[config.mk]
export PLATFORM = sky130hd
export DESIGN_NAME = ssed_out_fifo
export DESIGN_NICKNAME = d
export VERILOG_FILES = /design/src/rtl/ssed_pkg.sv /design/src/rtl/ssed_out_fifo.sv
export SDC_FILE = /design/constraint.sdc
export NUM_CORES = 1
export LEC_CHECK = 0
export ABC_AREA = 1
export BUFFER_PORTS_ARGS = -buffer_cell sky130_fd_sc_hd__buf_2
export CORE_ASPECT_RATIO = 1.2
export CORE_MARGIN = 8
export CORE_UTILIZATION = 45
export DETAILED_ROUTE_END_ITERATION = 8
export REMOVE_ABC_BUFFERS = 1
export SLEW_MARGIN = 20
export SYNTH_ARGS = -nofsm -noshare
export SYNTH_HDL_FRONTEND = slang
export SYNTH_SLANG_ARGS = --single-unit
[constraint.sdc]
create_clock -name clk_i -period 5.5 [get_ports clk_i]
set_input_delay 0.275 -clock clk_i [delete_from_list [all_inputs] [get_ports clk_i]]
set_output_delay 0.275 -clock clk_i [all_outputs]
set_load 0.05 [all_outputs]
[src/rtl/ssed_pkg.sv]
// ----------------------------------------------------------------------------
// ssed_pkg
// Shared sizes, types and register codes of the scale-space extremum detector.
// ----------------------------------------------------------------------------
package ssed_pkg;

  // Volume limits
  localparam int MAX_SCALES = 16;
  localparam int MAX_ANGLES = 64;
  localparam int MAX_WIDTH  = 512;
  localparam int CFG_MIN    = 3;

  // Counter and bound widths
  localparam int SCALE_W = $clog2(MAX_SCALES);
  localparam int ANGLE_W = $clog2(MAX_ANGLES);
  localparam int POS_W   = $clog2(MAX_WIDTH);
  localparam int NS_W    = SCALE_W + 1;
  localparam int NA_W    = ANGLE_W + 1;
  localparam int NW_W    = POS_W + 1;

  // Plane memories: one per plane and angle parity, addressed {angle / 2, position}
  localparam int ROW_W     = ANGLE_W - 1;
  localparam int RAM_AW    = ROW_W + POS_W;
  localparam int RAM_DEPTH = 2 ** RAM_AW;

  // Word fields
  localparam int SAMPLE_W     = 32;
  localparam int ANGLE_IDX_W  = 6;
  localparam int SCALE_IDX_W  = 4;
  localparam int POS_IDX_W    = 9;
  localparam int IN_TDATA_W   = 32;
  localparam int OUT_FIELDS_W = ANGLE_IDX_W + SCALE_IDX_W + POS_IDX_W + SAMPLE_W;
  localparam int OUT_TDATA_W  = ((OUT_FIELDS_W + 7) / 8) * 8;

  // Configuration port
  localparam int SCALE_CFG_W     = 5;
  localparam int ANGLE_CFG_W     = 7;
  localparam int WIDTH_CFG_W     = 10;
  localparam int CFG_DATA_W      = 10;
  localparam int CFG_IDX_W       = 2;
  localparam int SCALE_COUNT_RST = 16;
  localparam int ANGLE_COUNT_RST = 64;
  localparam int ROW_WIDTH_RST   = 512;

  // Neighbour count and result queue
  localparam int NB_COUNT    = 6;
  localparam int FIFO_DEPTH  = 4;
  localparam int FIFO_PTR_W  = $clog2(FIFO_DEPTH);
  localparam int FIFO_CNT_W  = $clog2(FIFO_DEPTH + 1);

  typedef enum logic [CFG_IDX_W-1:0] {
    REG_SCALE_COUNT = CFG_IDX_W'(0),
    REG_ANGLE_COUNT = CFG_IDX_W'(1),
    REG_ROW_WIDTH   = CFG_IDX_W'(2)
  } cfg_reg_e;

  // Access issued to the plane memories when a word is taken
  typedef struct packed {
    logic                       valid;
    logic                       prev_sel;
    logic [ANGLE_W-1:0]         angle;
    logic [POS_W-1:0]           pos;
    logic signed [SAMPLE_W-1:0] sample;
  } store_req_t;

  // Previous-plane neighbourhood and lower-scale neighbour, read in the cycle after the access
  typedef struct packed {
    logic signed [SAMPLE_W-1:0] centre;
    logic signed [SAMPLE_W-1:0] north;
    logic signed [SAMPLE_W-1:0] south;
    logic signed [SAMPLE_W-1:0] east;
    logic signed [SAMPLE_W-1:0] lower;
  } nbhd_t;

  // Context of one sample travelling down the compare pipeline
  typedef struct packed {
    logic                       judge;
    logic [SCALE_W-1:0]         scale;
    logic [ANGLE_W-1:0]         angle;
    logic [POS_W-1:0]           pos;
    logic signed [SAMPLE_W-1:0] sample;
  } step_t;

  // Result word, last field in the lowest bits
  typedef struct packed {
    logic signed [SAMPLE_W-1:0] peak_value;
    logic [POS_IDX_W-1:0]       position;
    logic [SCALE_IDX_W-1:0]     scale_index;
    logic [ANGLE_IDX_W-1:0]     angle_index;
  } result_t;

  typedef struct packed {
    logic s1_valid;
    logic s2_valid;
  } pipe_status_t;

endpackage

[src/rtl/ssed_out_fifo.sv]
// ----------------------------------------------------------------------------
// ssed_out_fifo
// Small result queue decoupling the compare pipeline from the output stream.
// ----------------------------------------------------------------------------
module ssed_out_fifo (
  input  logic                      clk_i,
  input  logic                      rst_ni,
  input  logic                      push_i,
  input  ssed_pkg::result_t         push_data_i,
  input  logic                      pop_i,
  output logic                      valid_o,
  output ssed_pkg::result_t         data_o,
  output logic [ssed_pkg::FIFO_CNT_W-1:0] level_o
);
  import ssed_pkg::*;

  result_t               mem_q [FIFO_DEPTH];
  logic [FIFO_PTR_W-1:0] wr_ptr_q, wr_ptr_d;
  logic [FIFO_PTR_W-1:0] rd_ptr_q, rd_ptr_d;
  logic [FIFO_CNT_W-1:0] count_q, count_d;

  function automatic logic [FIFO_PTR_W-1:0] ptr_inc(input logic [FIFO_PTR_W-1:0] ptr);
    logic [FIFO_PTR_W-1:0] nxt;
    if (ptr == FIFO_PTR_W'(FIFO_DEPTH - 1)) begin
      nxt = '0;
    end else begin
      nxt = ptr + 1'b1;
    end
    return nxt;
  endfunction

  always_comb begin
    wr_ptr_d = push_i ? ptr_inc(wr_ptr_q) : wr_ptr_q;
    rd_ptr_d = pop_i ? ptr_inc(rd_ptr_q) : rd_ptr_q;
    count_d  = count_q + FIFO_CNT_W'(push_i) - FIFO_CNT_W'(pop_i);
  end

  always_ff @(posedge clk_i or negedge rst_ni) begin
    if (!rst_ni) begin
      wr_ptr_q <= '0;
      rd_ptr_q <= '0;
      count_q  <= '0;
    end else begin
      wr_ptr_q <= wr_ptr_d;
      rd_ptr_q <= rd_ptr_d;
      count_q  <= count_d;
    end
  end

  always_ff @(posedge clk_i) begin
    if (push_i) begin
      mem_q[wr_ptr_q] <= push_data_i;
    end
  end

  assign valid_o = (count_q != '0);
  assign data_o  = mem_q[rd_ptr_q];
  assign level_o = count_q;

endmodule

==> results of run 1 <==
==> how the worst max path moves through the flow <==
stage	start	end	slack [ps]	cells after the start
after floorplan	rd_ptr_q[0]	data_o[49]	1540	4
after global placement	rd_ptr_q[0]	data_o[13]	2940	6
after detailed placement	rd_ptr_q[0]	data_o[14]	2920	6
after CTS	rd_ptr_q[0]	data_o[14]	2390	6
after global routing	rd_ptr_q[0]	data_o[14]	2210	6
final	rd_ptr_q[0]	data_o[11]	2470	6
==> per-layer routing <==
metal  global-route usage, %  up-vias  routed length (µm)
met4                    5.53        0                 435
met3                    3.00       27                 989
met2                    27.4      126                9420
met1                    17.0     2758                7490
met5                       0        -                   0
li1                        -     2922                   -
==> layout make-up <==
cell class / count / share of cell area (%)
Timing Repair Buffer: 155 / 9.11
Sequential cell: 211 / 57.9
Tap cell: 265 / 3.04
Antenna cell: 1 / 0.0230
Multi-Input combinational cell: 386 / 15.5
Clock buffer: 24 / 5.11
Inverter: 219 / 7.58
Clock inverter: 12 / 1.75
==> state kept, by name, indices dropped and copies added (netlist names) <==
name,flops
wr_ptr_q,2
mem_q,204
rd_ptr_q,2
level_o,3
==> cells by family (layout without fill, tap and decap cells) <==
family	count (synthesis)	count (layout)
AO/OA/AOI/OAI	4	4
adder cells (fa/ha/maj)	8	8
buffers and inverters	253	410
flip-flops	211	211
other	0	1
AND/OR/NAND/NOR	374	374
==> power by group through the flow <==
stage                     registers, mW  logic (mW)  clock network (mW)
final                              2.13        2.49                1.53
after floorplan                    2.29        1.72                   0
after CTS                          2.13        2.54                1.57
after global placement             2.16        2.50                   0
after detailed placement           2.17        2.52                   0
after global routing               2.16        2.72                1.63
==> through the flow <==
stage | instances | instance area (µm²)
2_1_floorplan | 816 | 8810
3_3_place_gp | 1197 | 9750
3_5_place_dp | 1197 | 9750
4_1_cts | 1272 | 10900
5_1_grt | 1272 | 10900
6_report | 1273 | 10900
==> synth_stat cells (all sizes together) <==
master  count
nand2     268
inv       219
edfxtp    204
nand3     104
buf        31
dfrtp       7
ha          7
o21ai       4
clkbuf      3
nor2        2
fa          1
==> impl_metrics.json, run 1 <==
{
  "route.antenna.remaining_nets": 0,
  "syn_inst": 850,
  "setup_viol": 0,
  "share_of_synthesized_cell_area_in_full_adder_half_adder_and_majority_cells_pct": 1.19,
  "power.clock.fraction_pct": 24.9,
  "postCtsResizedCells": 0,
  "final_layout_size_suffix_gt1_share_pct": 16.6,
  "critical_path_class": "flop to output pin",
  "fp.dieW_um": 146,
  "cpLargestDelayFamily": "buffers and inverters",
  "cts_hold_buffers": 39,
  "cts_setup_buffers": 0,
  "fillers": 1766,
  "holdPathStages": 1,
  "register_area_share_after_synthesis_pct": 69.5,
  "swShare_pct": 42.1,
  "most-common-layout-cells": "sky130_fd_sc_hd__nand2_1 (258), sky130_fd_sc_hd__inv_1 (213), sky130_fd_sc_hd__edfxtp_1 (204)",
  "grt_overflow": 0,
  "timing.reg2reg.worst_path_depth": 5,
  "critical-path-max-stage-delay_ps": 650,
  "drc_marker_count_from_the_first_detailed_route_iteration": 245,
  "clock-root-buffer": "sky130_fd_sc_hd__clkbuf_16",
  "critical-path-top-cell-by-count": "sky130_fd_sc_hd__nand2_1",
  "yosys-mux-area-fraction_pct": 0,
  "timing.critical_path.required_ps": 5220,
  "synth_xor_area_share_pct": 0,
  "worst_setup_hold_path_clk_slew_ps": 60,
  "int_power_mw": 3.56,
  "maxCapViolCount": 0,
  "place.gp.congestion": 0.716,
  "initial_antenna_violation_count": 0,
  "io_pins": 110,
  "result_of_the_run": "finished clean",
  "drt_pass1_iterations": 4,
  "sequentialPowerShare_pct": 34.6,
  "buffer_ports.inserted": 109,
  "worstPathBufferInverterCount": 3,
  "synthDominantAreaCellType": "sky130_fd_sc_hd__edfxtp_1",
  "via_per_inst": 4.58,
  "power_leakage_nw": 5.08,
  "post_drt_wl_per_cell_um": 14.4,
  "grt_pass1_wl_um": 29800,
  "simple_gate_share_of_the_synthesized_area_pct": 17.2,
  "nNetsFinal": 1057,
  "synthesis.area_per_instance_um2": 10.7,
  "final_min_period_over_clock_period_pct": 55.1,
  "core_region_area_um2": 20000,
  "yosys.area.top_type_share_pct": 67.6,
  "hold_path_startpoint": "push_data_i[37]",
  "grt_usage_pct": 14.9,
  "finalHoldViolations": 0,
  "floorplan.initialDensity_pct": 45.4,
  "cts-htree-levels": 1,
  "share_of_the_synthesized_area_in_compound_gates_ao_oa_aoi_oai_pct": 0.221,
  "power-per-cell-area_nw_per_um2": 565,
  "dp_slack_ps": 2920,
  "irDropWorstVdd_uv": 370,
  "die_area_um2": 25000,
  "largest_net_degree_at_the_start_of_global_routing": 105,
  "post-route-min-period_ps": 3030,
  "most_common_cell_after_layout_fill_and_taps_aside": "sky130_fd_sc_hd__nand2_1",
  "finalClockSkew_ps": 8.90,
  "area_growth_pct": 20.2,
  "yosys_register_bits": 211,
  "reg2reg_slack_ps": 3490,
  "cts_buffers": 21,
  "synth_top_family_by_area": "simple AND/OR/NAND/NOR gates",
  "grt_pass1_vias": 5923,
  "hold-path-endpoint": "mem_q[2][37]",
  "grt_setup_unrepaired": "no",
  "synth.lib_cells_used.distinct": 17,
  "totalNegativeSetupSlack_ps": 0,
  "cell_chain_of_the_critical_path": "clkinv_2 -> buf_4 -> nand2_1 -> nand3_1 -> nand2_1 -> buf_2",
  "dr_total_vias": 5833,
  "finish.utilization_pct": 54.5,
  "start_kind": "flop",
  "critical_path_arrival_ps": 2760,
  "least_margin_pin_slew_ps": 849,
  "worst-path-max-fanout": 56,
  "die-height_um": 171,
  "maxSlewViolCount": 0,
  "reg_area_um2": 6310,
  "worstReg2RegEnd": "mem_q[1][19]",
  "timing.max_slew.rel_slack_pct": 43.3,
  "hold_worst_slack_ps": 15.2,
  "yosysWarnings": 0,
  "synthesis.area_um2": 9060,
  "cp-end-kind": "output pin",
  "cts_tree": "built",
  "worst_slack_ps": 2470,
  "residual_drc": 0,
  "place_hpwl_um": 10100,
  "clock.fmax_ghz": 0.330,
  "worstHoldPathType": "input port to flop",
  "clock_latency_on_the_worst_skew_pair_ps": 490,
  "synth_area_leaders": "sky130_fd_sc_hd__edfxtp_1 (68%), sky130_fd_sc_hd__nand2_1 (11%), sky130_fd_sc_hd__inv_1 (9.0%), sky130_fd_sc_hd__nand3_1 (5.7%), sky130_fd_sc_hd__dfrtp_1 (1.9%)",
  "clock-sinks": 211,
  "cp_slowest_cell": "sky130_fd_sc_hd__clkinv_2",
  "timing.rr.start": "wr_ptr_q[1]",
  "netSwitchingPower_mw": 2.59,
  "p_comb_share_pct": 40.4,
  "finalPower_mw": 6.15,
  "std_cell_rows": 57,
  "multi_input_comb_area_um2": 1690,
  "maximum_count_of_clock_buffers_along_a_single_path": 3,
  "wl_final_um": 18300
}
Power figures use the tool's default switching activity.
==> run 2, diff against run 1 <==
- ABC_AREA: 1 -> 0
- PLACE_DENSITY: unset -> 0.65
- clock period: 5.5 -> 2.8 ns (I/O delays scaled with it)
==> impl_metrics.json, run 2 <==
{
  "netSwitchingPower_mw": 4.16,
  "synth_enable_flop_cells": 204,
  "grt_usage_pct": 13.1,
  "timing.critical_path.required_ps": 2660,
  "reg_area_um2": 6310,
  "maxSlewViolCount": 0,
  "postCtsResizedCells": 0,
  "setup_viol": 0,
  "cp-end-kind": "output pin",
  "power.clock.fraction_pct": 24.1,
  "worst_setup_hold_path_clk_slew_ps": 60,
  "cell_chain_of_the_critical_path": "buf_4 -> mux4_2 -> buf_2",
  "worstPathBufferInverterCount": 2,
  "flip_flop_count_of_the_largest_register_after_layout": 204,
  "clock-sinks": 211,
  "die_area_um2": 21900,
  "worst-path-max-fanout": 27,
  "maxCapViolCount": 0,
  "finish.cell_count_without_fillers": 720,
  "via_per_inst": 5.13,
  "wl_final_um": 14100,
  "dr_total_vias": 3694,
  "multi_input_comb_area_um2": 1370,
  "power-per-cell-area_nw_per_um2": 1130,
  "synth_area_leaders": "sky130_fd_sc_hd__edfxtp_1 (78%), sky130_fd_sc_hd__mux4_2 (14%), sky130_fd_sc_hd__dfrtp_1 (2.2%), sky130_fd_sc_hd__buf_12 (1.3%), sky130_fd_sc_hd__ha_1 (1.1%)",
  "critical-path-max-stage-delay_ps": 780,
  "register_area_share_after_synthesis_pct": 80.5,
  "place.detailed.instances": 630,
  "route.antenna.remaining_nets": 0,
  "final_min_period_over_clock_period_pct": 89.9,
  "cts_buffers": 20,
  "timing.rr.start": "wr_ptr_q[0]",
  "fillers": 1281,
  "fp.dieW_um": 136,
  "place.gp.congestion": 0.714,
  "swShare_pct": 37.1,
  "cts_tree": "built",
  "clock-root-buffer": "sky130_fd_sc_hd__clkbuf_16",
  "largest_net_degree_at_the_start_of_global_routing": 31,
  "buffer_ports.inserted": 109,
  "critical_path_arrival_ps": 2380,
  "max_flop_register": "mem_q",
  "irDropWorstVdd_uv": 681,
  "hold_worst_slack_ps": 30.0,
  "netlist_top_cells_count": "sky130_fd_sc_hd__edfxtp_1 (204), sky130_fd_sc_hd__mux4_2 (48), sky130_fd_sc_hd__dfrtp_1 (7), sky130_fd_sc_hd__ha_1 (7), sky130_fd_sc_hd__inv_1 (6)",
  "grt_pass1_vias": 4022,
  "die-height_um": 160,
  "most-common-layout-cells": "sky130_fd_sc_hd__edfxtp_1 (204), sky130_fd_sc_hd__buf_2 (109), sky130_fd_sc_hd__dlygate4sd3_1 (54)",
  "floorplan.initialDensity_pct": 45.2,
  "yosys-mux-area-fraction_pct": 15.1,
  "post-route-min-period_ps": 2520,
  "post_drt_wl_per_cell_um": 19.6,
  "yosysWarnings": 0,
  "worst_slack_ps": 284,
  "num_antenna_cells": 0,
  "finalClockSkew_ps": 6.71,
  "int_power_mw": 7.04,
  "finish.utilization_pct": 57.1,
  "cts_setup_buffers": 0,
  "synth.lib_cells_used.distinct": 19,
  "p_comb_share_pct": 36.7,
  "initial_antenna_violation_count": 0,
  "power_leakage_nw": 3.48,
  "cts-htree-levels": 1,
  "synthesis.area_per_instance_um2": 25.9,
  "worstHoldPathType": "input port to async pin",
  "critical_path_class": "flop to output pin",
  "timing.max_slew.rel_slack_pct": 47.0,
  "maximum_count_of_clock_buffers_along_a_single_path": 3,
  "io_pins": 110,
  "drt_pass1_iterations": 4,
  "syn_inst": 302,
  "synth_top_family_by_area": "multiplexers",
  "sequentialPowerShare_pct": 39.2,
  "share_of_the_synthesized_area_in_compound_gates_ao_oa_aoi_oai_pct": 0.128,
  "residual_drc": 0,
  "grt_pass1_wl_um": 22100,
  "cp_slowest_cell": "sky130_fd_sc_hd__dfrtp_4",
  "drc_marker_count_from_the_first_detailed_route_iteration": 244,
  "reg2reg_slack_ps": 940,
  "nNetsFinal": 549,
  "timing.reg2reg.worst_path_depth": 4,
  "core_region_area_um2": 17300,
  "least_margin_pin_slew_ps": 795,
  "synthesis.area_um2": 7830,
  "simple_gate_share_of_the_synthesized_area_pct": 0.607,
  "ys_async_sr_fraction_pct": 3.32,
  "dominantRegCellSynth": "sky130_fd_sc_hd__edfxtp_1",
  "clock_latency_on_the_worst_skew_pair_ps": 480,
  "final_layout_size_suffix_gt1_share_pct": 41.6,
  "start_kind": "flop",
  "most_common_cell_after_layout_fill_and_taps_aside": "sky130_fd_sc_hd__edfxtp_1",
  "finalHoldViolations": 0,
  "yosysMostFrequentCell": "sky130_fd_sc_hd__edfxtp_1",
  "dp_slack_ps": 725,
  "worstReg2RegEnd": "mem_q[0][15]",
  "std_cell_rows": 53,
  "synthDominantAreaCellType": "sky130_fd_sc_hd__edfxtp_1",
  "area_growth_pct": 26.2,
  "grt_setup_unrepaired": "no",
  "synth_xor_area_share_pct": 0.224,
  "result_of_the_run": "finished clean",
  "yosys_register_bits": 211,
  "place_hpwl_um": 8820,
  "cpLargestDelayFamily": "flip-flops",
  "grt_overflow": 0,
  "share_of_synthesized_cell_area_in_full_adder_half_adder_and_majority_cells_pct": 1.37,
  "yosys.area.top_type_share_pct": 78.2,
  "finalPower_mw": 11.2,
  "clock.fmax_ghz": 0.397
}
## run 2: cell types whose count changed after synthesis, moves of 10 or more
| cell | previous run | this run |
|---|---|---|
| sky130_fd_sc_hd__nand3_1 | 104 | 0 |
| sky130_fd_sc_hd__buf_2 | 19 | 5 |
| sky130_fd_sc_hd__nand2_2 | 10 | 0 |
| sky130_fd_sc_hd__nand2_1 | 258 | 1 |
| sky130_fd_sc_hd__inv_1 | 217 | 6 |
| sky130_fd_sc_hd__mux4_2 | 0 | 48 |
## run 2: cell families after synthesis
kind of cell	count (synthesis)
DFF	211
muxes	53
buffers and inverters	18
adders and majority gates	8
and+or+nand+nor	8
AOI/OAI and AO/OA	2
xor gates and xnor gates	2
## run 2: metrics by stage
step | TNS [ps] | cell area [µm²]
2_1_floorplan | -13190 | 7690
3_3_place_gp | 0 | 8660
3_5_place_dp | 0 | 8660
4_1_cts | 0 | 9880
5_1_grt | 0 | 9880
6_report | 0 | 9880
## run 2: worst max-delay path by stage
| stage | from | end | slack [ps] | depth (start not counted) |
|---|---|---|---|---|
| floorplan | rd_ptr_q[0] | data_o[0] | -390 | 1 |
| global placement | rd_ptr_q[0] | data_o[42] | 730 | 3 |
| detailed placement | rd_ptr_q[0] | data_o[11] | 720 | 3 |
| CTS | rd_ptr_q[0] | data_o[26] | 200 | 3 |
| global route | rd_ptr_q[0] | data_o[20] | 100 | 3 |
| finish | rd_ptr_q[0] | data_o[20] | 280 | 3 |
## run 2: power groups by stage
stage               clock network (mW)  registers [mW]  logic [mW]
floorplan                            0            4.56        2.98
global placement                     0            4.44        4.11
detailed placement                   0            4.47        4.13
CTS                               2.78            4.41        4.20
global route                      2.89            4.45        4.34
finish                            2.70            4.39        4.11
## run 2: cell type report
type	count	share of cell area [%]
Tap cell	220	2.79
Timing Repair Buffer	174	12.5
Inverter	6	0.228
Sequential cell	211	63.8
Clock inverter	8	0.937
Multi-Input combinational cell	73	13.9
Clock buffer	28	5.89
## run 2: per-layer routing
metal / up-vias / wire length (µm) / track usage (%)
li1: 1646 / - / -
met3: 19 / 712 / 2.56
met4: 0 / 325 / 4.45
met1: 1948 / 5680 / 16.2
met2: 81 / 7390 / 22.4
met5: - / 0 / 0
## run 2: what timing repair did
action                     CTS  global route
setup endpoints to repair    0             0
hold endpoints to repair   216             0
hold buffers                54             0
