===== config.mk =====
export PLATFORM = sky130hd
export DESIGN_NAME = ssed_judge
export DESIGN_NICKNAME = d
export VERILOG_FILES = /design/src/rtl/ssed_pkg.sv /design/src/rtl/ssed_judge.sv
export SDC_FILE = /design/constraint.sdc
export NUM_CORES = 1
export LEC_CHECK = 0
export ABC_AREA = 1
export BUFFER_PORTS_ARGS = -buffer_cell sky130_fd_sc_hd__buf_4
export CAP_MARGIN = 40
export CORE_MARGIN = 8
export CORE_UTILIZATION = 53
export DETAILED_ROUTE_END_ITERATION = 8
export PLACE_DENSITY = 0.85
export SYNTH_ARGS = -nofsm -noshare
export SYNTH_HDL_FRONTEND = slang
export SYNTH_SLANG_ARGS = --single-unit

===== constraint.sdc =====
create_clock -name clk_i -period 2.6 [get_ports clk_i]
set_clock_uncertainty 0.1 [all_clocks]
set_input_delay 0.39 -clock clk_i [delete_from_list [all_inputs] [get_ports clk_i]]
set_output_delay 0.39 -clock clk_i [all_outputs]
set_load 0.02 [all_outputs]

===== src/rtl/ssed_pkg.sv =====
// ----------------------------------------------------------------------------
// ssed_pkg
// Shared sizes, types and register codes of the scale-space extremum detector.
// ----------------------------------------------------------------------------
package ssed_pkg;

  // Volume limits
  localparam int MAX_SCALES = 16;
  localparam int MAX_ANGLES = 64;
  localparam int MAX_WIDTH  = 512;
  localparam int CFG_MIN    = 3;

  // Counter and bound widths
  localparam int SCALE_W = $clog2(MAX_SCALES);
  localparam int ANGLE_W = $clog2(MAX_ANGLES);
  localparam int POS_W   = $clog2(MAX_WIDTH);
  localparam int NS_W    = SCALE_W + 1;
  localparam int NA_W    = ANGLE_W + 1;
  localparam int NW_W    = POS_W + 1;

  // Plane memories: one per plane and angle parity, addressed {angle / 2, position}
  localparam int ROW_W     = ANGLE_W - 1;
  localparam int RAM_AW    = ROW_W + POS_W;
  localparam int RAM_DEPTH = 2 ** RAM_AW;

  // Word fields
  localparam int SAMPLE_W     = 32;
  localparam int ANGLE_IDX_W  = 6;
  localparam int SCALE_IDX_W  = 4;
  localparam int POS_IDX_W    = 9;
  localparam int IN_TDATA_W   = 32;
  localparam int OUT_FIELDS_W = ANGLE_IDX_W + SCALE_IDX_W + POS_IDX_W + SAMPLE_W;
  localparam int OUT_TDATA_W  = ((OUT_FIELDS_W + 7) / 8) * 8;

  // Configuration port
  localparam int SCALE_CFG_W     = 5;
  localparam int ANGLE_CFG_W     = 7;
  localparam int WIDTH_CFG_W     = 10;
  localparam int CFG_DATA_W      = 10;
  localparam int CFG_IDX_W       = 2;
  localparam int SCALE_COUNT_RST = 16;
  localparam int ANGLE_COUNT_RST = 64;
  localparam int ROW_WIDTH_RST   = 512;

  // Neighbour count and result queue
  localparam int NB_COUNT    = 6;
  localparam int FIFO_DEPTH  = 4;
  localparam int FIFO_PTR_W  = $clog2(FIFO_DEPTH);
  localparam int FIFO_CNT_W  = $clog2(FIFO_DEPTH + 1);

  typedef enum logic [CFG_IDX_W-1:0] {
    REG_SCALE_COUNT = CFG_IDX_W'(0),
    REG_ANGLE_COUNT = CFG_IDX_W'(1),
    REG_ROW_WIDTH   = CFG_IDX_W'(2)
  } cfg_reg_e;

  // Access issued to the plane memories when a word is taken
  typedef struct packed {
    logic                       valid;
    logic                       prev_sel;
    logic [ANGLE_W-1:0]         angle;
    logic [POS_W-1:0]           pos;
    logic signed [SAMPLE_W-1:0] sample;
  } store_req_t;

  // Previous-plane neighbourhood and lower-scale neighbour, read in the cycle after the access
  typedef struct packed {
    logic signed [SAMPLE_W-1:0] centre;
    logic signed [SAMPLE_W-1:0] north;
    logic signed [SAMPLE_W-1:0] south;
    logic signed [SAMPLE_W-1:0] east;
    logic signed [SAMPLE_W-1:0] lower;
  } nbhd_t;

  // Context of one sample travelling down the compare pipeline
  typedef struct packed {
    logic                       judge;
    logic [SCALE_W-1:0]         scale;
    logic [ANGLE_W-1:0]         angle;
    logic [POS_W-1:0]           pos;
    logic signed [SAMPLE_W-1:0] sample;
  } step_t;

  // Result word, last field in the lowest bits
  typedef struct packed {
    logic signed [SAMPLE_W-1:0] peak_value;
    logic [POS_IDX_W-1:0]       position;
    logic [SCALE_IDX_W-1:0]     scale_index;
    logic [ANGLE_IDX_W-1:0]     angle_index;
  } result_t;

  typedef struct packed {
    logic s1_valid;
    logic s2_valid;
  } pipe_status_t;

endpackage


===== src/rtl/ssed_judge.sv =====
// ----------------------------------------------------------------------------
// ssed_judge
// Six-neighbour compare: flags in stage one, extremum decision in stage two.
// ----------------------------------------------------------------------------
module ssed_judge (
  input  logic                   clk_i,
  input  logic                   rst_ni,
  input  logic                   step_valid_i,
  input  ssed_pkg::step_t        step_i,
  input  ssed_pkg::nbhd_t        nbhd_i,
  output ssed_pkg::pipe_status_t status_o,
  output logic                   res_valid_o,
  output ssed_pkg::result_t      res_o
);
  import ssed_pkg::*;

  logic                       s1_valid_q;
  step_t                      s1_step_q;
  logic signed [SAMPLE_W-1:0] west_q;
  logic signed [SAMPLE_W-1:0] centre;
  logic signed [SAMPLE_W-1:0] nb [NB_COUNT];
  logic [NB_COUNT-1:0]        le_d;
  logic [NB_COUNT-1:0]        ge_d;
  logic [NB_COUNT-1:0]        le_q;
  logic [NB_COUNT-1:0]        ge_q;
  logic                       s2_valid_q;
  logic                       s2_judge_q;
  result_t                    s2_res_d;
  result_t                    s2_res_q;

  always_comb begin
    centre = nbhd_i.centre;
    nb[0]  = nbhd_i.north;
    nb[1]  = nbhd_i.lower;
    nb[2]  = west_q;
    nb[3]  = nbhd_i.east;
    nb[4]  = s1_step_q.sample;
    nb[5]  = nbhd_i.south;
    for (int i = 0; i < NB_COUNT; i++) begin
      le_d[i] = (centre <= nb[i]);
      ge_d[i] = (centre >= nb[i]);
    end
    s2_res_d.angle_index = ANGLE_IDX_W'(s1_step_q.angle);
    s2_res_d.scale_index = SCALE_IDX_W'(s1_step_q.scale - 1'b1);
    s2_res_d.position    = POS_IDX_W'(s1_step_q.pos);
    s2_res_d.peak_value  = centre;
  end

  always_ff @(posedge clk_i or negedge rst_ni) begin
    if (!rst_ni) begin
      s1_valid_q <= 1'b0;
      s2_valid_q <= 1'b0;
    end else begin
      s1_valid_q <= step_valid_i;
      s2_valid_q <= s1_valid_q;
    end
  end

  // The previous word's centre is this word's west neighbour: within a row
  // each position is always preceded by the one before it
  always_ff @(posedge clk_i) begin
    if (step_valid_i) begin
      s1_step_q <= step_i;
    end
    if (s1_valid_q) begin
      west_q     <= centre;
      le_q       <= le_d;
      ge_q       <= ge_d;
      s2_judge_q <= s1_step_q.judge;
      s2_res_q   <= s2_res_d;
    end
  end

  // A flat centre passes both tests and still yields one word
  assign res_valid_o       = s2_valid_q && s2_judge_q && ((&le_q) || (&ge_q));
  assign res_o             = s2_res_q;
  assign status_o.s1_valid = s1_valid_q;
  assign status_o.s2_valid = s2_valid_q;

endmodule


==> impl_metrics.csv, run 1 <==
group,metric,value,unit
status,status,"finished, final reports clean",
pwr,total_leakage_power,6.51,nW
detailed_routing,drtPass1Iterations,7,
finish,final_nets,1709,
yosys,synth_top_family_by_area,"adder cells",
worst_setup_path,critPathLaunchType,"flip-flop",
yosys,synthesis.nets,1453,
clock_network,cts_root_buf,"clkbuf_16",
yosys,ys_warn_count,0,
sta,fin_crit,2.17,ns
clock_network,clock_latency,0.43,ns
floorplan,die_h,148,um
min_path,min_path_type,"input pin to flip-flop",
sta,maxSlewViolCount,0,
yosys,syn_area,9190,sq um
yosys,synth-seq-area-share,38.5,%
placed_design,place_ws,0.287,ns
detailed_routing,drt.antenna.violating_nets,0,
detailed_routing,drt_iter0_markers,365,
worst_setup_path,ff2ff_path_depth,9,
finish,drive_gt1_share,23.9,%
detailed_routing,viasPerCell,5.09,
pwr,power.switching,1.80,mW
sta,hold_violations,0,
clock_network,numCtsBuffers,17,
grt,grt_usage,23.6,%
finish,syn2layout_area_growth,29.2,%
clock_network,cts_resized,0,
pwr,p_clk_share,39.7,%
worst_setup_path,endpoint_kind,"flip-flop",
finish,fin_area,11900,sq um
detailed_routing,vias,7834,
yosys,synth_top_cell_area_share,37.9,%
detailed_routing,route.detailed.drc,0,
yosys,synth_cells,1045,
worst_setup_path,required,2.67,ns
yosys,yosys.area_share.simple,15.8,%
sta,tightest_slew,0.728,ns
sta,fin_crit_sh,83.3,%
pwr,p_int,4.35,mW
placed_design,place.gp.congestion,0.876,
detailed_routing,routed_wl,25700,um
placed_design,port_buffers,268,
finish,fillerInstances,1301,
sta,finalWorstSetupSlack,0.433,ns
grt,grt_pass1_vias,8097,
pwr,combPwrFrac,22.4,%
sta,hold_slack,0.0355,ns
worst_setup_path,critPathKind,"flip-flop to flip-flop",
sta,max_slew_margin,51.5,%
finish,antennaDiodeCount,0,
pwr,switching_share,29.3,%
grt,grt_max_degree,54,
grt,grt_remaining_overflow,0,
min_path,holdPathStages,1,
floorplan,dieArea,21800,sq um
yosys,synthXorXnorAreaFrac,0.191,%
pwr,pwr-share-seq,37.9,%
placed_design,place_area,11300,sq um
sta,rsz0062_at_grt,"false",
run,maxCapViolCount,0,
yosys,syn_avg_cell_area,8.79,sq um
yosys,synth_area_leaders,"edfxtp_1, ha_1, inv_1",
clock_network,cts_tree,"yes",
placed_design,dp_hpwl,20700,um
grt,grt_pass1_wl,40100,um
sta,setup_tns,0,ns
sta,clock.fmax,462,MHz
floorplan,initial_core_util,53.7,%
clock_network,clock_sinks,118,
yosys,synth_compound_area_share,6.69,%
worst_setup_path,crit_arrival,2.23,ns
floorplan,io_pins,269,
yosys,synth_cell_types,22,
yosys,synthMuxAreaShare,0,%
worst_setup_path,r2r_setup_slack,0.43,ns
worst_setup_path,worstPathMaxFanout,5,
finish,final-seq-area,3530,sq um
clock_network,path_clk_slew,0.06,ns
yosys,synthAdderAreaFrac,26.3,%
yosys,ys_ff_latch,118,
yosys,yosys.area.top_type,"edfxtp_1",
sta,setup_viol,0,
pwr,peakVddDrop,0.655,mV
detailed_routing,avgRoutedWirePerCell,16.7,um
clock_network,cts.path.max_buffers,2,
finish,multi_input_area,4500,sq um
clock_network,htree_levels,4,
floorplan,fp.dieW,148,um
pwr,powerDensity,518,nW/um^2
grt,antenna_found_initial,0,
floorplan,core-area,17100,sq um
floorplan,row_count,48,
synth_stat cells, drive strengths merged:
library cell	count
inv	241
nand2	229
ha	193
edfxtp	116
a21oi	83
nor2	55
nand3	36
buf	34
nand4	15
o21a	12
o21ai	12
a21o	6
nor4	5
dfrtp	2
nand3b	2
xor2	2
nor3	1
nor3b	1
sequential cells by signal, indices dropped and copies added, names as in the netlist:
name	count
le_q	6
ge_q	6
s1_step_q	20
res_o	51
nb	32
s1_valid_q	1
s2_judge_q	1
s2_valid_q	1
power by group through the flow:
stage | clock (mW) | sequential, mW | combinational, mW
6_report | 2.44 | 2.33 | 1.38
5_1_grt | 2.54 | 2.34 | 1.55
4_1_cts | 2.47 | 2.33 | 1.38
3_5_place_dp | 0 | 2.37 | 1.36
3_3_place_gp | 0 | 2.36 | 1.29
2_1_floorplan | 0 | 2.40 | 0.724
metrics by stage:
step	cells	util, %	power [mW]
floorplan	1045	-	3.12
global placement	1506	65.8	3.65
detailed placement	1506	65.8	3.72
CTS	1539	69.3	6.18
global route	1539	69.3	6.43
finish	1539	69.3	6.15
path summary, 6_finish.rpt:
path | endpoint | from
min in group asynchronous | s2_valid_q | rst_ni
worst min-delay path | nb[54] | step_i[22]
worst max-delay path | le_q[2] | res_o[50]
worst max register to register | le_q[2] | res_o[50]
worst min register to register | res_o[10] | s1_step_q[32]
max in group asynchronous | s1_valid_q | rst_ni
layout make-up:
type	count	share of cell area [%]
clock buffers	17	3.58
repair buffers	271	17.3
inverters	241	7.62
flip-flops and latches	118	29.8
well taps	225	2.37
clock inverters	15	1.51
multi-input cells	652	37.9
critical path, cell delays in order (launching register included):
cell and delay, ns:
edfxtp_1 0.40, inv_1 0.06, ha_1 0.38, nand2_1 0.12, nor2_2 0.15, nand4_2 0.13
nor3b_2 0.29, nand2_2 0.12, nand3_1 0.08, nand3_1 0.08
cell families after synthesis:
kind of cell             after synthesis
AND/OR/NAND/NOR                      344
buffers and inverters                275
adder cells (fa/ha/maj)              193
flip-flops                           118
AO/OA/AOI/OAI                        113
XOR/XNOR                               2
layer usage:
metal,vias to the layer above,global-route usage [%],wire length [um]
met5,-,0,0
met4,0,10.5,763
met3,58,6.57,1960
met2,301,40.6,12800
met1,3564,26.8,10200
li1,3911,-,-
repair_timing:
| action | in CTS | in global routing |
|---|---|---|
| setup buffers | 0 | 0 |
| hold buffers | 1 | 0 |
| endpoints found under the hold margin | 2 | 0 |
layout by cell type, fill, tap and decap left out, types with 2 or more instances in the layout:
| master | count |
|---|---|
| inv_6 | 7 |
| inv_8 | 3 |
| nand2_2 | 2 |
| nor4_2 | 5 |
| xor2_1 | 2 |
| o21a_1 | 12 |
| clkbuf_16 | 17 |
| a21o_1 | 6 |
| nand2_1 | 227 |
| ha_1 | 193 |
| nor2_1 | 54 |
| bufinv_16 | 2 |
| nand3_1 | 36 |
| nand3b_1 | 2 |
| clkinvlp_4 | 2 |
| buf_4 | 269 |
| o21ai_0 | 12 |
| a21oi_1 | 82 |
| nand4_1 | 14 |
| inv_1 | 241 |
| edfxtp_1 | 116 |
No activity file was read; power rests on OpenSTA's default activity.
==> run 2, diff against run 1 <==
--- a/config.mk
+++ b/config.mk
@@ -5,13 +5,13 @@
 export SDC_FILE = /design/constraint.sdc
 export NUM_CORES = 1
 export LEC_CHECK = 0
-export ABC_AREA = 1
+export ABC_AREA = 0
 export BUFFER_PORTS_ARGS = -buffer_cell sky130_fd_sc_hd__buf_4
 export CAP_MARGIN = 40
 export CORE_MARGIN = 8
 export CORE_UTILIZATION = 53
 export DETAILED_ROUTE_END_ITERATION = 8
-export PLACE_DENSITY = 0.85
+export PLACE_DENSITY = 0.86
 export SYNTH_ARGS = -nofsm -noshare
 export SYNTH_HDL_FRONTEND = slang
 export SYNTH_SLANG_ARGS = --single-unit
==> constraint.sdc (replaced) <==
create_clock -name clk_i -period 2.3 [get_ports clk_i]
set_clock_uncertainty 0.1 [all_clocks]
set_input_delay 0.345 -clock clk_i [delete_from_list [all_inputs] [get_ports clk_i]]
set_output_delay 0.345 -clock clk_i [all_outputs]
set_load 0.02 [all_outputs]
==> run 2 against run 1 <==
Maximum frequency decreased by 4.6%. Sequential share of layout area decreased by 1.2 points. Power increased by 14%. Design area increased by 4.1%. Highest routed layer unchanged. First-iteration DRC count increased by 1.9%. Combinational power increased by 16%. Synthesized cell count decreased by 18%. Core utilization increased by 5.7 points. Global-route usage increased by 0.63 points. Sequential power increased by 13%. Worst hold slack got worse by 0.025 ns. Critical path type unchanged. Die area decreased by 3.5%.
==> impl_metrics.csv, run 2 <==
group,metric,value,unit
detailed_routing,viasPerCell,5.34,
detailed_routing,vias,7586,
yosys,synthXorXnorAreaFrac,0.198,%
detailed_routing,drt.antenna.violating_nets,0,
clock_network,cts.path.max_buffers,2,
sta,max_slew_margin,53.5,%
sta,fin_crit,2.27,ns
floorplan,dieArea,21100,sq um
yosys,synthesis.nets,1261,
finish,final_cells,1421,
worst_setup_path,endpoint_kind,"flip-flop",
yosys,synth_compound_area_share,10.6,%
placed_design,place.gp.congestion,0.895,
clock_network,clock_sinks,118,
placed_design,dp_hpwl,20500,um
worst_setup_path,worstPathMaxFanout,2,
placed_design,port_buffers,268,
yosys,yosys.area.top_type,"edfxtp_1",
sta,finalWorstSetupSlack,0.0299,ns
worst_setup_path,reg2reg_from,"res_o[32]",
floorplan,row_count,47,
sta,rsz0062_at_grt,"true",
grt,grt_remaining_overflow,0,
floorplan,die_h,145,um
finish,fin_area,12400,sq um
floorplan,core-area,16500,sq um
yosys,synth_top_family_by_area,"adder cells",
floorplan,initial_core_util,53.6,%
yosys,netlist_top_cells_count,"inv_1, ha_1, edfxtp_1, a21oi_1, nand2_1",
yosys,syn_area,8830,sq um
yosys,synth_flop_cell,"edfxtp_1",
pwr,powerDensity,568,nW/um^2
pwr,peakVddDrop,0.587,mV
worst_setup_path,cp_slowest_stage_delay,0.39,ns
grt,use_met1,26.0,%
yosys,synth_cell_types,37,
placed_design,place_inst,1341,
yosys,syn_avg_cell_area,10.4,sq um
worst_setup_path,r2r_setup_slack,0.03,ns
clock_network,cts_root_buf,"clkbuf_16",
worst_setup_path,critPathLaunchType,"flip-flop",
status,status,"finished, final reports clean",
detailed_routing,avgRoutedWirePerCell,18.6,um
clock_network,htree_levels,4,
pwr,total_leakage_power,6.39,nW
grt,use_met3,7.28,%
grt,grt_max_degree,57,
worst_setup_path,r2r_end,"ge_q[2]",
worst_setup_path,critPathLaunch,"res_o[32]",
yosys,synthMuxAreaShare,1.13,%
yosys,synthAdderAreaFrac,27.3,%
sta,setup_viol,0,
worst_setup_path,crit_chain,"inv_1, ha_1, nand4_1, buf_4, nor4_2, a21boi_2, o31ai_2, o2111a_2, mux2i_1",
floorplan,fp.dieW,145,um
worst_setup_path,crit_arrival,2.31,ns
yosys,ys_warn_count,0,
finish,most-common-layout-cells,"buf_4, inv_1, ha_1, edfxtp_1, a21oi_1",
yosys,ys_ff_latch,118,
worst_setup_path,ff2ff_path_depth,9,
clock_network,cts_tree,"yes",
sta,clock.fmax,441,MHz
yosys,yosys.area_share.simple,9.42,%
grt,grt_pass1_wl,40600,um
yosys,synth_cells,853,
grt,grt_usage,24.2,%
yosys,synth_edf_count,116,
yosys,synth_top_cell_area_share,39.4,%
detailed_routing,drt_iter0_markers,372,
min_path,min_path_type,"input pin to flip-flop",
yosys,synth-seq-area-share,40.0,%
grt,busiest_layer,"met2",
grt,antenna_found_initial,0,
worst_setup_path,required,2.34,ns
pwr,p_total,7.02,mW
sta,tightest_slew,0.698,ns
finish,largest_register_ffs,51,
grt,met2_usage,43.1,%
detailed_routing,drtPass1Iterations,5,
clock_network,clock_latency,0.42,ns
finish,final_common_cell,"buf_4",
yosys,synth.most_common_cell,"inv_1",
worst_setup_path,critPathKind,"flip-flop to flip-flop",
finish,drive_gt1_share,31.3,%
finish,antennaDiodeCount,0,
yosys,synth_area_leaders,"edfxtp_1, ha_1, inv_1",
floorplan,io_pins,269,
sta,maxSlewViolCount,0,
finish,final_nets,1596,
placed_design,place_ws,-0.264,ns
grt,grt_pass1_vias,7980,
sta,fin_crit_sh,98.7,%
worst_setup_path,cpMaxStageDelayCell,"edfxtp_1",
sta,hold_violations,0,
clock_network,path_clk_slew,0.06,ns
detailed_routing,route.detailed.drc,0,
placed_design,place_area,11100,sq um
worst_setup_path,endpoint,"ge_q[2]",
run,maxCapViolCount,0,
detailed_routing,routed_wl,26400,um
yosys,synthArstFlopShare,1.69,%
clock_network,numCtsBuffers,17,
finish,syn2layout_area_growth,39.9,%
run 2: cell count changes in the layout (fill, tap and decap cells not counted), moves of 10 or more:
cell	change
a21o_1	+16
a21oi_1	-11
buf_4	+39
dlygate4sd3_1	+40
inv_1	-48
mux2i_1	+10
nand2_1	-189
nand3_1	-15
nand4_1	+19
nor2_1	-35
o21a_1	-12
run 2: metrics by stage:
stage	hold WS (ns)	TNS, ns	utilization (%)
2_1_floorplan	-0.0506	0	-
3_3_place_gp	0.0304	-1.47	67.6
3_5_place_dp	0.0333	-1.74	67.6
4_1_cts	0.0000929	0	73.8
5_1_grt	0.000571	-0.153	75.1
6_report	0.0105	0	75.1
run 2: worst min-delay path by stage:
| stage | cells after the start | startpoint | endpoint | slack [ns] |
|---|---|---|---|---|
| finish | 1 | step_i[10] | nb[42] | 0.01 |
| global route | 1 | step_i[47] | s1_step_q[47] | 0.0006 |
| CTS | 1 | step_i[14] | nb[46] | 0.00009 |
| detailed placement | 1 | rst_ni | s2_valid_q | 0.03 |
| global placement | 1 | rst_ni | s2_valid_q | 0.03 |
| floorplan | 0 | rst_ni | s1_valid_q | -0.05 |
run 2: power breakdown:
part | switching [mW] | internal (mW)
combinational | 0.811 | 0.788
clock | 1.06 | 1.73
sequential | 0.0659 | 2.57
total | 1.94 | 5.09
run 2: worst max-delay path: cells and delay by family (launching register included):
| kind | cells | cell delay (ns) |
|---|---|---|
| AND/OR/NAND/NOR | 2 | 0.35 |
| flip-flops | 1 | 0.39 |
| buffers and inverters | 2 | 0.23 |
| adder cells (fa/ha/maj) | 1 | 0.30 |
| AO/OA/AOI/OAI | 3 | 0.51 |
| multiplexers | 1 | 0.13 |
run 2: cells by family (layout without fill, tap and decap cells):
logic type / count (synthesis) / after routing
buf+inv: 231 / 579
fa+ha+maj: 193 / 193
simple gates: 150 / 150
compound gates: 149 / 149
flops: 118 / 118
mux: 10 / 10
xor+xnor: 2 / 2
run 2: area by class of cell:
class,count,area (sq um)
Clock buffer,17,425
Clock inverter,15,191
Fill cell,1100,4110
Inverter,197,739
Multi-Input combinational cell,504,4450
Sequential cell,118,3530
Tap cell,220,275
Timing Repair Buffer,350,2740
run 2: timing repair:
action / in CTS / in global routing
hold endpoints to repair: 39 / 3
buffers inserted: 1 / 6
pin swaps: 0 / 17
gates resized for setup: 1 / 22
endpoints found under the setup margin: 2 / 4
hold buffers: 38 / 3
run 2: routing by layer:
| metal | up-vias | wire [um] |
|---|---|---|
| li1 | 3686 | - |
| met3 | 66 | 1930 |
| met2 | 276 | 13400 |
| met5 | - | 0 |
| met1 | 3558 | 10200 |
| met4 | 0 | 892 |
==> run 3, diff against run 2 <==
--- a/config.mk
+++ b/config.mk
@@ -9,9 +9,9 @@
 export BUFFER_PORTS_ARGS = -buffer_cell sky130_fd_sc_hd__buf_4
 export CAP_MARGIN = 40
 export CORE_MARGIN = 8
-export CORE_UTILIZATION = 53
+export CORE_UTILIZATION = 50
 export DETAILED_ROUTE_END_ITERATION = 8
-export PLACE_DENSITY = 0.86
+export PLACE_DENSITY = 0.82
 export SYNTH_ARGS = -nofsm -noshare
 export SYNTH_HDL_FRONTEND = slang
 export SYNTH_SLANG_ARGS = --single-unit
==> run 3 against run 2 <==
The run now ends with setup timing left. Cell count up 2.2%. Largest power group unchanged. First-iteration DRC count down 7.0%. Clock power up 3%. Via count up 1.1%. Sequential power about the same. Critical endpoint unchanged. Largest cell class unchanged. Critical path depth up 1. Register-to-register slack worse by 0.05 ns. Flip-flop and latch count unchanged.
==> impl_metrics.csv, run 3 (synthesis results as in run 2) <==
group,metric,value,unit
status,status,"finished with violations",
status,violations,"setup timing",
finish,final-seq-area,3530,sq um
worst_setup_path,required,2.35,ns
sta,finalWorstSetupSlack,-0.0185,ns
pwr,switching_share,28.1,%
floorplan,row_count,48,
finish,multi_input_area,4470,sq um
pwr,p_clk_share,40.1,%
worst_setup_path,cp_slowest_stage_delay,0.37,ns
worst_setup_path,crit_top_cell,"buf_4",
finish,most-common-layout-cells,"buf_4, inv_1, ha_1, edfxtp_1, a21oi_1",
placed_design,place_area,11300,sq um
detailed_routing,avgRoutedWirePerCell,19.2,um
grt,antenna_found_initial,0,
grt,grt_pass1_vias,8266,
finish,fillerInstances,1195,
min_path,hp-start,"step_i[14]",
sta,max_slew_margin,51.8,%
detailed_routing,drt.antenna.violating_nets,0,
pwr,p_total,7.17,mW
finish,largest_register_ffs,51,
detailed_routing,viasPerCell,5.28,
sta,fin_crit_sh,101,%
finish,final_nets,1622,
pwr,peakVddDrop,0.726,mV
sta,hold_violations,0,
sta,maxSlewViolCount,0,
pwr,total_leakage_power,6.53,nW
sta,rsz0062_at_grt,"true",
grt,grt_max_degree,54,
min_path,holdPathStages,1,
grt,grt_pass1_wl,41800,um
worst_setup_path,path_buf_inv,3,
floorplan,initial_core_util,51.1,%
finish,antennaDiodeCount,0,
pwr,p_int,5.15,mW
worst_setup_path,critical-path-top-delay-family,"simple AND/OR/NAND/NOR gates",
detailed_routing,route.detailed.drc,0,
detailed_routing,vias,7672,
worst_setup_path,endpoint_kind,"flip-flop",
floorplan,io_pins,269,
clock_network,clock_sinks,118,
clock_network,cts_tree,"yes",
run,maxCapViolCount,0,
placed_design,dp_hpwl,20800,um
clock_network,numCtsBuffers,17,
pwr,pwr-share-seq,36.7,%
worst_setup_path,critPathLaunch,"res_o[28]",
floorplan,dieArea,22200,sq um
sta,fin_crit,2.32,ns
grt,grt_usage,24.5,%
placed_design,place.gp.congestion,0.891,
clock_network,cts_root_buf,"clkbuf_16",
worst_setup_path,critPathLaunchType,"flip-flop",
grt,grt_remaining_overflow,0,
clock_network,path_clk_slew,0.06,ns
detailed_routing,routed_wl,27900,um
placed_design,port_buffers,268,
finish,final_core_util,73.1,%
worst_setup_path,worstPathMaxFanout,2,
sta,clock.fmax,431,MHz
worst_setup_path,r2r_setup_slack,-0.02,ns
sta,tightest_slew,0.724,ns
floorplan,die_h,149,um
min_path,min_path_type,"input pin to flip-flop",
worst_setup_path,reg2reg_from,"res_o[28]",
placed_design,place_ws,-0.338,ns
worst_setup_path,ff2ff_path_depth,10,
pwr,powerDensity,567,nW/um^2
floorplan,fp.dieW,149,um
clock_network,htree_levels,4,
detailed_routing,drt_iter0_markers,346,
floorplan,core-area,17300,sq um
finish,syn2layout_area_growth,43.2,%
clock_network,clock_latency,0.42,ns
pwr,power.switching,2.02,mW
worst_setup_path,cpMaxStageDelayCell,"edfxtp_1",
worst_setup_path,cp.depth,10,
worst_setup_path,crit_arrival,2.37,ns
clock_network,cts.path.max_buffers,2,
pwr,combPwrFrac,23.2,%
finish,final_common_cell,"buf_4",
sta,setup_viol,2,
finish,fin_area,12600,sq um
sta,hold_slack,0.00533,ns
detailed_routing,drtPass1Iterations,5,
worst_setup_path,crit_chain,"inv_2, ha_4, nand4_1, nor4_2, buf_4, a21boi_2, buf_4, o31ai_4, o2111a_2, mux2i_1",
worst_setup_path,critPathKind,"flip-flop to flip-flop",
finish,drive_gt1_share,32.7,%
[run 3: cell count changes in the layout (fill, tap and decap cells not counted), sizes merged]
cell,change
buf,+21
dlygate4sd3,+5
inv,+2
clkinv,-1
clkinvlp,-1
[run 3: metrics by stage]
step | cells | setup TNS, ns
floorplan | 853 | 0
global placement | 1367 | -2.22
detailed placement | 1367 | -2.72
CTS | 1446 | 0
global route | 1452 | -0.349
finish | 1452 | -0.0268
[run 3: power by group through the flow]
stage / sequential (mW) / combinational (mW) / clock, mW
after floorplan: 2.71 / 0.735 / 0
after global placement: 2.66 / 1.46 / 0
after detailed placement: 2.67 / 1.52 / 0
after CTS: 2.63 / 1.61 / 2.87
after global routing: 2.65 / 1.84 / 2.98
final: 2.63 / 1.66 / 2.87
[run 3: area by class of cell]
class	count	area share (%)
Multi-Input combinational cell	504	35.3
Clock buffer	17	3.36
Clock inverter	15	1.63
Inverter	197	5.85
Timing Repair Buffer	376	23.6
Sequential cell	118	28.0
Tap cell	225	2.23
[run 3: final timing paths]
check	endpoint
setup reg to reg	ge_q[2]
setup / recovery	ge_q[2]
hold / removal	nb[46]
min in group asynchronous	s2_valid_q
max in group asynchronous	s1_valid_q
hold reg to reg	res_o[15]
[run 3: worst register-to-register path: stages (launching register included)]
cell and delay [ns]:
edfxtp_1 0.37, inv_2 0.06, ha_4 0.27, nand4_1 0.15, nor4_2 0.33, buf_4 0.16
a21boi_2 0.14, buf_4 0.12, o31ai_4 0.07, o2111a_2 0.16, mux2i_1 0.13
[run 3: per-layer routing]
layer	share of wire, %	GRT usage (%)	vias up
met3	8.1	7.31	72
met2	50	44.0	293
li1	-	-	3731
met1	38	26.2	3576
met5	0	0	-
met4	3.5	10.7	0
[run 3: timing repair]
| action | 4_1_cts | 5_1_grt |
|---|---|---|
| hold buffers | 44 | 2 |
| gates resized for setup | 9 | 19 |
| setup endpoints to repair | 4 | 4 |
| endpoints found under the hold margin | 45 | 2 |
| setup buffers | 3 | 4 |
| pin swaps | 6 | 12 |
